==> config.mk <==
export PLATFORM = sky130hd
export DESIGN_NAME = threshold_histogram_accumulator
export DESIGN_NICKNAME = d
export VERILOG_FILES = /design/src/thacc_pkg.sv /design/src/thacc_front.sv /design/src/thacc_queue.sv /design/src/thacc_back.sv /design/src/threshold_histogram_accumulator.sv
export SDC_FILE = /design/constraint.sdc
export NUM_CORES = 2
export LEC_CHECK = 0
export BUFFER_PORTS_ARGS = -buffer_cell sky130_fd_sc_hd__buf_2
export CAP_MARGIN = 20
export CORE_MARGIN = 2
export CORE_UTILIZATION = 40
export CTS_BUF_LIST = sky130_fd_sc_hd__clkbuf_16
export DETAILED_ROUTE_END_ITERATION = 8
export GPL_TIMING_DRIVEN = 0
export SLEW_MARGIN = 10
export SYNTH_ARGS = -nofsm -noshare
export SYNTH_HDL_FRONTEND = slang
export SYNTH_SLANG_ARGS = --single-unit
==> constraint.sdc <==
create_clock -name clk -period 14.6 [get_ports clk]
set_input_delay 2.19 -clock clk [delete_from_list [all_inputs] [get_ports clk]]
set_output_delay 2.19 -clock clk [all_outputs]
set_load 0.005 [all_outputs]
==> src/thacc_pkg.sv <==
`timescale 1ns / 1ps
// Shared types, constants and saturating arithmetic for the threshold histogram accumulator.
package thacc_pkg;

  localparam int NUM_BINS = 7;
  localparam int BIN_W    = 3;
  localparam int VAL_W    = 32;
  localparam int CNT_W    = 32;
  localparam int SUM_W    = 48;
  localparam int CFG_IDX_W = 3;
  localparam int CFG_DATA_W = 32;

  localparam logic [1:0] OP_ADD   = 2'd0;
  localparam logic [1:0] OP_CLEAR = 2'd1;
  localparam logic [1:0] OP_READ  = 2'd2;

  localparam logic [CFG_IDX_W-1:0] CFG_LOWER_BOUND = 3'd0;
  localparam logic [CFG_IDX_W-1:0] CFG_BOUND_FIRST = 3'd1;
  localparam logic [CFG_IDX_W-1:0] CFG_BOUND_LAST  = 3'd6;
  localparam logic [CFG_IDX_W-1:0] CFG_BINS_IN_USE = 3'd7;

  localparam logic signed [VAL_W-1:0] LOWER_BOUND_RESET = 32'sd0;
  localparam logic [BIN_W-1:0]        BINS_IN_USE_RESET = 3'd7;

  localparam logic signed [VAL_W-1:0] BOUND_RESET [1:6] = '{
    32'sd589824, 32'sd1114112, 32'sd2228224, 32'sd3276800, 32'sd4390912, 32'sd6553600
  };

  typedef struct packed {
    logic [1:0]              opcode;
    logic signed [VAL_W-1:0] bin_value;
    logic signed [VAL_W-1:0] measurement;
    logic [BIN_W-1:0]        bin_select;
  } req_t;

  typedef struct packed {
    logic [BIN_W-1:0]        hit_bin;
    logic                    dropped;
    logic [CNT_W-1:0]        bin_count;
    logic signed [SUM_W-1:0] bin_sum;
    logic [CNT_W-1:0]        total_count;
    logic signed [SUM_W-1:0] total_sum;
  } rsp_t;

  typedef struct packed {
    logic [1:0]              opcode;
    logic                    dropped;
    logic [BIN_W-1:0]        hit_bin;
    logic signed [VAL_W-1:0] measurement;
  } cmd_t;

  function automatic logic [CNT_W-1:0] inc_sat(input logic [CNT_W-1:0] c);
    return (&c) ? c : c + 1'b1;
  endfunction

  function automatic logic signed [SUM_W-1:0] add_sat(input logic signed [SUM_W-1:0] s,
                                                     input logic signed [VAL_W-1:0] m);
    logic signed [SUM_W:0] r;
    r = {s[SUM_W-1], s} + {{(SUM_W+1-VAL_W){m[VAL_W-1]}}, m};
    if (r[SUM_W] != r[SUM_W-1]) begin
      return r[SUM_W] ? {1'b1, {(SUM_W-1){1'b0}}} : {1'b0, {(SUM_W-1){1'b1}}};
    end
    return r[SUM_W-1:0];
  endfunction

endpackage

==> src/thacc_front.sv <==
`timescale 1ns / 1ps
// Front end: configuration registers, request accept and bin classification.
module thacc_front import thacc_pkg::*; (
  input  logic                  clk,
  input  logic                  rst,
  input  logic                  cfg_we,
  input  logic [CFG_IDX_W-1:0]  cfg_index,
  input  logic [CFG_DATA_W-1:0] cfg_data,
  input  logic                  req_valid,
  output logic                  req_stall,
  input  req_t                  req,
  input  logic                  full,
  output logic                  push,
  output cmd_t                  cmd
);

  logic signed [VAL_W-1:0] lower_bound;
  logic signed [VAL_W-1:0] bounds [1:6];
  logic [BIN_W-1:0]        bins_in_use;
  logic [BIN_W-1:0]        used;
  logic [BIN_W-1:0]        bin;
  logic                    below;

  always_ff @(posedge clk) begin
    if (rst) begin
      lower_bound <= LOWER_BOUND_RESET;
      bounds      <= BOUND_RESET;
      bins_in_use <= BINS_IN_USE_RESET;
    end else if (cfg_we) begin
      if (cfg_index == CFG_LOWER_BOUND) begin
        lower_bound <= cfg_data;
      end else if (cfg_index inside {[CFG_BOUND_FIRST:CFG_BOUND_LAST]}) begin
        bounds[cfg_index] <= cfg_data;
      end else if (cfg_index == CFG_BINS_IN_USE) begin
        bins_in_use <= cfg_data[BIN_W-1:0];
      end
    end
  end

  always_comb begin
    used  = (bins_in_use == '0) ? BIN_W'(1) : bins_in_use;
    below = req.bin_value < lower_bound;
    bin   = used - 1'b1;
    for (int i = NUM_BINS - 2; i >= 0; i--) begin
      if ((BIN_W'(i + 1) < used) && (bounds[i + 1] > req.bin_value)) begin
        bin = BIN_W'(i);
      end
    end
  end

  always_comb begin
    cmd.opcode      = req.opcode;
    cmd.measurement = req.measurement;
    cmd.dropped     = 1'b0;
    cmd.hit_bin     = '0;
    case (req.opcode)
      OP_ADD: begin
        cmd.dropped = below;
        cmd.hit_bin = below ? '0 : bin;
      end
      OP_READ: begin
        cmd.hit_bin = req.bin_select;
      end
      default: begin
        cmd.hit_bin = '0;
      end
    endcase
  end

  assign req_stall = full;
  assign push      = req_valid && !full;

endmodule

==> src/thacc_queue.sv <==
`timescale 1ns / 1ps
// Two-entry command queue between the front end and the store.
module thacc_queue import thacc_pkg::*; (
  input  logic clk,
  input  logic rst,
  input  logic push,
  input  logic pop,
  input  cmd_t wr_cmd,
  output logic full,
  output logic empty,
  output cmd_t rd_cmd
);

  cmd_t       entries [2];
  logic       wr_ptr;
  logic       rd_ptr;
  logic [1:0] count;

  always_ff @(posedge clk) begin
    if (rst) begin
      wr_ptr <= 1'b0;
      rd_ptr <= 1'b0;
      count  <= '0;
    end else begin
      if (push) begin
        wr_ptr <= !wr_ptr;
      end
      if (pop) begin
        rd_ptr <= !rd_ptr;
      end
      case ({push, pop})
        2'b10:   count <= count + 1'b1;
        2'b01:   count <= count - 1'b1;
        default: count <= count;
      endcase
    end
  end

  always_ff @(posedge clk) begin
    if (push) begin
      entries[wr_ptr] <= wr_cmd;
    end
  end

  assign full   = count == 2'd2;
  assign empty  = count == 2'd0;
  assign rd_cmd = entries[rd_ptr];

endmodule

==> src/thacc_back.sv <==
`timescale 1ns / 1ps
// Back end: bin and total stores, saturating update and result register.
module thacc_back import thacc_pkg::*; (
  input  logic clk,
  input  logic rst,
  input  logic empty,
  input  cmd_t cmd,
  output logic pop,
  output logic rsp_valid,
  input  logic rsp_stall,
  output rsp_t rsp
);

  logic [CNT_W-1:0]        counts [NUM_BINS];
  logic signed [SUM_W-1:0] sums   [NUM_BINS];
  logic [CNT_W-1:0]        all_count;
  logic signed [SUM_W-1:0] all_sum;

  logic                    in_range;
  logic [CNT_W-1:0]        cur_cnt;
  logic signed [SUM_W-1:0] cur_sum;
  logic [CNT_W-1:0]        cnt_next;
  logic signed [SUM_W-1:0] sum_next;
  logic [CNT_W-1:0]        all_count_next;
  logic signed [SUM_W-1:0] all_sum_next;
  logic                    do_add;
  rsp_t                    rsp_next;

  assign pop = !empty && (!rsp_valid || !rsp_stall);

  always_comb begin
    in_range       = cmd.hit_bin < BIN_W'(NUM_BINS);
    cur_cnt        = in_range ? counts[cmd.hit_bin] : '0;
    cur_sum        = in_range ? sums[cmd.hit_bin] : '0;
    cnt_next       = inc_sat(cur_cnt);
    sum_next       = add_sat(cur_sum, cmd.measurement);
    all_count_next = inc_sat(all_count);
    all_sum_next   = add_sat(all_sum, cmd.measurement);
    do_add         = (cmd.opcode == OP_ADD) && !cmd.dropped;

    rsp_next             = '0;
    rsp_next.total_count = all_count;
    rsp_next.total_sum   = all_sum;
    case (cmd.opcode)
      OP_ADD: begin
        rsp_next.dropped = cmd.dropped;
        if (!cmd.dropped) begin
          rsp_next.hit_bin     = cmd.hit_bin;
          rsp_next.bin_count   = cnt_next;
          rsp_next.bin_sum     = sum_next;
          rsp_next.total_count = all_count_next;
          rsp_next.total_sum   = all_sum_next;
        end
      end
      OP_CLEAR: begin
        rsp_next.total_count = '0;
        rsp_next.total_sum   = '0;
      end
      OP_READ: begin
        rsp_next.hit_bin   = cmd.hit_bin;
        rsp_next.bin_count = cur_cnt;
        rsp_next.bin_sum   = cur_sum;
      end
      default: begin
        rsp_next.hit_bin = '0;
      end
    endcase
  end

  always_ff @(posedge clk) begin
    if (rst) begin
      for (int i = 0; i < NUM_BINS; i++) begin
        counts[i] <= '0;
        sums[i]   <= '0;
      end
      all_count <= '0;
      all_sum   <= '0;
      rsp_valid <= 1'b0;
    end else begin
      if (pop) begin
        if (do_add) begin
          counts[cmd.hit_bin] <= cnt_next;
          sums[cmd.hit_bin]   <= sum_next;
          all_count           <= all_count_next;
          all_sum             <= all_sum_next;
        end else if (cmd.opcode == OP_CLEAR) begin
          for (int i = 0; i < NUM_BINS; i++) begin
            counts[i] <= '0;
            sums[i]   <= '0;
          end
          all_count <= '0;
          all_sum   <= '0;
        end
        rsp_valid <= 1'b1;
      end else if (!rsp_stall) begin
        rsp_valid <= 1'b0;
      end
    end
  end

  always_ff @(posedge clk) begin
    if (pop) begin
      rsp <= rsp_next;
    end
  end

endmodule

==> src/threshold_histogram_accumulator.sv <==
`timescale 1ns / 1ps
// Threshold histogram accumulator top level.
// Each accepted beat is queued; the back end pops it and registers the result beat.
// Throughput: one beat per cycle unless the result stalls; the bin store update sets it.
// A two-entry command queue lets the front end take beats while the result is stalled.
// Reset clears all counts and sums and loads the bound registers' defaults.
module threshold_histogram_accumulator import thacc_pkg::*; (
  input  logic                  clk,
  input  logic                  rst,
  input  logic                  cfg_we,
  input  logic [CFG_IDX_W-1:0]  cfg_index,
  input  logic [CFG_DATA_W-1:0] cfg_data,
  input  logic                  req_valid,
  output logic                  req_stall,
  input  req_t                  req,
  output logic                  rsp_valid,
  input  logic                  rsp_stall,
  output rsp_t                  rsp
);

  logic q_push;
  logic q_pop;
  logic q_full;
  logic q_empty;
  cmd_t front_cmd;
  cmd_t back_cmd;

  thacc_front u_front (
    .clk       (clk),
    .rst       (rst),
    .cfg_we    (cfg_we),
    .cfg_index (cfg_index),
    .cfg_data  (cfg_data),
    .req_valid (req_valid),
    .req_stall (req_stall),
    .req       (req),
    .full      (q_full),
    .push      (q_push),
    .cmd       (front_cmd)
  );

  thacc_queue u_queue (
    .clk    (clk),
    .rst    (rst),
    .push   (q_push),
    .pop    (q_pop),
    .wr_cmd (front_cmd),
    .full   (q_full),
    .empty  (q_empty),
    .rd_cmd (back_cmd)
  );

  thacc_back u_back (
    .clk       (clk),
    .rst       (rst),
    .empty     (q_empty),
    .cmd       (back_cmd),
    .pop       (q_pop),
    .rsp_valid (rsp_valid),
    .rsp_stall (rsp_stall),
    .rsp       (rsp)
  );

endmodule

# After elaboration in Yosys (flattened, before gate mapping)
# Memories as Yosys holds them, arrays and structs flattened. A register that Yosys moved wholly into a read port is not among the register bits.
# Cells that the tools add are included.
word_totals:
  ram_bits: 636
  word_cells: 181
  in_bits: 109
  register_bits: 476
  output_inout_bits: 166
  mem_count: 3
op_classes:
  reduce_logical: 34
  n_lt_le_gt_ge: 18
  n_bitwise: 17
  mux: 72
  n_addsub: 7
  n_eq_ne: 10
memory_table:
  columns: ["memory", "words", "width", "rd", "rd_clocked_by_memory_dff", "write_ports", "line_no", "rtl"]
  rows:
  - ["u_back.sums", 7, 48, 1, 0, 7, "thacc_back.sv:15", "logic signed [SUM_W-1:0] sums [NUM_BINS];"]
  - ["u_back.counts", 7, 32, 1, 0, 7, "thacc_back.sv:14", "logic [CNT_W-1:0] counts [NUM_BINS];"]
  - ["u_queue.entries", 2, 38, 1, 1, 1, "thacc_queue.sv:14", "cmd_t entries [2];"]
ops:
  columns: ["operator", "count"]
  rows:
  - ["48-bit two-way mux", 17]
  - ["32-bit two-way mux", 14]
  - ["80-bit case mux with 2 select lines", 2]
  - ["192-bit bitwise mux", 1]
  - ["32-bit > comparator", 6]
  - ["160-bit two-way mux", 1]
  - ["48-bit by 32-bit adder with 49-bit output", 2]
  - ["32-bit demux with 3-bit select", 1]
  - ["32-bit by 1-bit adder with 32-bit output (second input constant)", 2]
  - ["32-bit AND reduction", 2]
  - ["48-bit OR reduction", 1]
  - ["3-bit two-way mux", 11]
  - ["32-bit < comparator", 1]
  - ["32-bit OR reduction", 1]
  - ["1-bit two-way mux", 22]
  - ["1-bit OR", 14]
  - ["3-bit case mux with 2 select lines", 2]
  - ["1-bit logical AND", 11]
  - ["3-bit < comparator (first input constant)", 3]
  - ["2-bit == test (second input constant)", 4]
  - ["1-bit zero test", 7]
  - ["2-bit zero test", 3]
  - ["3-bit zero test", 2]
  - ["2-bit by 3-bit < comparator with 1-bit output (first input constant)", 2]
  - ["other kinds (21)", 26]

# Logic depth before layout (Yosys ltp)
logic_depth:
  ltp_word: 12
  mapped_depth: 26
  mapped_depth_nobuf: 19

# Modules after synthesis
# Synthesis repeated with hierarchy kept, for this count alone.
hier_totals:
  hier_cells: 5690
  hier_area_um2: 58044.4
by_module_without_submodules:
  columns: ["mod", "area_each_um2", "seq_area_each_um2", "cells_per_inst", "n_inst"]
  rows:
  - ["thacc_back", 41576.1, 23692.7, 3810, 1]
  - ["thacc_front", 13528.0, 4544.4, 1740, 1]
  - ["thacc_queue", 2940.3, 2382.3, 140, 1]

# Worst setup path before layout
# Ideal clock, no wire load.
synth_timing:
  path_type: "in2reg"
  startpoint: "in rsp_stall"
  endpoint: "mem u_back.counts[0][0], enable pin"
  n_path_buf: 0
  path_slack_ns: -0.316
  setup_time_ns: 0.441
  t_required_ns: 14.159
  path_stages: 3
  t_arrival_ns: 14.476
  path_cell_list: "a21oi_1 -> a31oi_1 -> nand2_1"
synth_rtl:
  columns: ["item", "line_no", "rtl"]
  rows:
  - ["from (decl)", "threshold_histogram_accumulator.sv:17", "input logic rsp_stall,"]
  - ["to (decl)", "thacc_back.sv:14", null]

==> results.md <==
* # port buffers at 269
* Crit Reg-Reg Startpoint: u_queue.entries[0][32]
* CP max stage cell: clkbuf_1
* 1st-iter DRT viols at 6529
* Crit path launch type: register
* Pint at 7.593 mW
* Std-Cell Rows at 138
* Combinational fraction of design power at 0.489
* Crit path kind: reg -> reg
* RSZ-0062 raised after global routing: false
* Full die area at 146300 um^2
* First-pass GRT wire length at 320.6 mm
* Reg2reg path depth at 26
* Setup TNS at 0 ns
* Status: finished, final reports clean
* Leakage at 25.76 nW
* VDD IR max at 346.2 uV
* Cts repair resizes at 0
* Worst-path clk slew at 0.06 ns
* Top Family by Delay on Critical Path: buffers and inverters
* Initial core utilization at 0.4039
* HPWL after DPL at 162.0 mm
* Register area share after synthesis at 0.5284
* Max cap viols at 0
* Largest net degree at the start of global routing at 46
* Drt via density at 6.027
* Syn_area_per_cell at 9.835 um^2
* Area delta synth->final at 15.14%
* Synth area leaders: edfxtp_1, dfxtp_1, ha_1
* GRT Resource Usage Total at 0.3000
* Post-synth top flop: edfxtp_1
* Clock skew at 0.04325 ns
* Post-Place Cells at 8019
* Top Ports at 275
* Setup WS pre-CTS at 4.370 ns
* Slew @ Worst Pin at 1.301 ns
* Commonest non-fill, non-tap cells in the layout: nand2_1, edfxtp_1, nor2_1, a21oi_1, ha_1
* Final nets at 6700
* Top-area cell type share of the netlist area at 0.4191
* CP bufs+invs at 11
* Clock Tree Buf Depth at 3
* CTS root buf: clkbuf_16
* Die height at 382.6 um
* Slowest stage delay, CP at 0.81 ns
* Fillers at 13550
* Switching share of power at 0.4770
* Crit path capture type: register
* Initial antenna violation count at 34
* Skew-Pair Late Insertion Delay at 0.81 ns
* CTS Hold Bufs at 0
* Min-delay worst type: reg -> reg
* Clock sink count at 1113
* Syn. warnings at 0
* Clock Power Share at 0.222
* DIE WIDTH at 382.6 um
* Hold Path Origin: u_front.lower_bound[5]
* Post-CTS Setup Repair Bufs at 0
* Hold Violations, Final at 0
* Hold Path Depth at 2
* Per-cell routed wire length at 27.27 um
* Worst reg2reg setup slack at 3.70 ns
* H-Tree Level Count at 4
* CTS tree: yes
* Power, Total at 14.52 mW
* End of the worst hold path: u_front.lower_bound[5]
* Layout Cells excl Fill at 8268
* PwrDens at 219.9 nW/um^2
* Pins over their slew limit at 0
* Yosys reg bits at 1113
* Vias in the first global route at 46410
* Final setup fails at 0
* Synth Instances at 5828
* Remaining Overflow, GRT at 0
* EDFF count, synth at 800
* Seq pwr share at 0.288
* Total Wirelength at 225.5 mm
* DR vias at 49830
* DRC Markers at 0
* CTS Buf Count at 130
* Post-synth cell types at 91
* Core ar. at 141900 um^2
* Final ANT Viol Nets at 0
* Commonest non-fill, non-tap cell in the layout: nand2_1
* Normalized max-slew margin at 0.1326
* Placer congestion estimate at 0.9660
* P_sw at 6.924 mW
* Final Cycle Share at 0.7468
* Fmax at 91.72 MHz
* Cell taking the most area after synthesis: edfxtp_1
* Synthesized Nets at 6263
* Fraction of registers with async set/reset at 0
* Critical Path RT at 15.05 ns
* Minimum clock period at 10.90 ns
* Mapped Area at 57320 um^2
* Worst path most repeated cell: clkbuf_1
* Crit Reg-Reg Endpoint: u_back.rsp[104]
* Final core occ at 0.4650
* Worst EP arrival at 11.35 ns
* Drt first pass iters at 7
* Final worst slack at 3.697 ns
* Crit path max fanout at 10
* Fraction of layout cells with a size suffix above 1 at 0.09981
-- cell families after synthesis --
kind of cell,synth area share
flip-flops,0.5284
multiplexers,0.01927
XOR/XNOR,0.01967
AO/OA/AOI/OAI,0.1588
buffers and inverters,0.03211
AND/OR/NAND/NOR,0.1684
adder cells (fa/ha/maj),0.07334
-- layer usage --
layer / part of all wire / vias up / track usage / routed length, um
li1: - / 22130 / - / -
met1: 0.40 / 24090 / 0.4002 / 89190
met2: 0.43 / 2926 / 0.4500 / 97400
met3: 0.11 / 646 / 0.06776 / 24710
met4: 0.062 / 34 / 0.1668 / 13990
met5: 0.00095 / - / 0 / 214
-- synthesized netlist by cell type, types with 39 or more instances --
cell,count
nand2_1,932
edfxtp_1,800
nor2_1,749
a21oi_1,458
ha_1,324
dfxtp_1,313
o21ai_0,279
clkbuf_1,274
nor3_1,161
inv_1,130
nand3_1,122
a21o_1,114
o22ai_1,71
xnor2_1,70
a31oi_1,66
nand4_1,66
mux2_2,54
and3_1,53
o2bb2ai_1,49
nor2b_1,45
a211oi_1,44
o211ai_1,43
xor2_1,42
buf_1,39
-- how the worst max path moves through the flow --
stage                            from                   to  slack, ns  depth (start not counted)
3_5_place_dp   u_queue.entries[0][32]      u_back.rsp[102]       4.37                         25
2_1_floorplan               rsp_stall  u_back.counts[0][0]       4.11                          6
5_1_grt        u_queue.entries[0][32]      u_back.rsp[104]       3.65                         26
4_1_cts        u_queue.entries[0][32]      u_back.rsp[102]       4.30                         25
6_report       u_queue.entries[0][32]      u_back.rsp[104]       3.70                         26
3_3_place_gp                rsp_stall   u_back.sums[0][13]      -3.86                          7
-- power by group through the flow --
stage          combinational, mW  clock (mW)  sequential, mW
4_1_cts                     6.89        3.25            4.18
2_1_floorplan               3.91           0            4.25
6_report                    7.10        3.23            4.19
3_5_place_dp                6.85           0            4.24
5_1_grt                     7.40        3.37            4.22
3_3_place_gp                6.70           0            4.35
-- per-stage QoR --
stage	hold slack, ns	area, um^2
after floorplan	0.4357	57320
after detailed placement	0.4483	61750
after CTS	0.4566	65930
after global placement	0.4436	61030
final	0.4558	66000
after global routing	0.4710	65990
-- state kept, by name, summed over array words and instances, names as in the netlist, 2 cells and up, named ones only --
| register | cells |
|---|---|
| u_back.sums | 336 |
| u_back.rsp | 164 |
| u_front.bounds | 192 |
| u_back.counts | 224 |
| u_queue.entries | 76 |
| u_queue.count | 2 |
| u_front.bins_in_use | 3 |
| u_back.all_count | 32 |
| u_front.lower_bound | 32 |
| u_back.all_sum | 48 |
-- layout make-up --
type	count	area, um^2	share of cell area
antenna	6	15.01	0.0002275
buffer	341	1353	0.02049
clock buffer	132	3303	0.05005
clock inverter	107	877.1	0.01329
inverter	130	488.0	0.007394
multi-input combinational	4244	25290	0.3832
sequential	1113	30290	0.4589
tap	1890	2365	0.03583
timing repair buffer	305	2017	0.03056
-- worst reg2reg max path, cell delays in order (launching register included) --
cell and delay, ns:
edfxtp_1 0.32, clkbuf_1 0.50, mux2_1 0.28, buf_6 0.16, buf_6 0.20, buf_6 0.19
clkbuf_1 0.81, clkbuf_1 0.73, buf_1 0.81, clkbuf_1 0.77, nand2_1 0.10, o21ai_0 0.13
a221oi_1 0.29, ha_1 0.46, a211oi_1 0.56, o21ai_0 0.32, o2111a_1 0.25, o2111ai_1 0.37
a2111oi_0 0.17, dlymetal6s2s_1 0.23, or2_2 0.33, a211o_1 0.32, a21oi_1 0.21, clkbuf_1 0.51
clkbuf_1 0.62, nor2_1 0.12, o2bb2ai_1 0.79
Power figures use the tool's default switching activity.
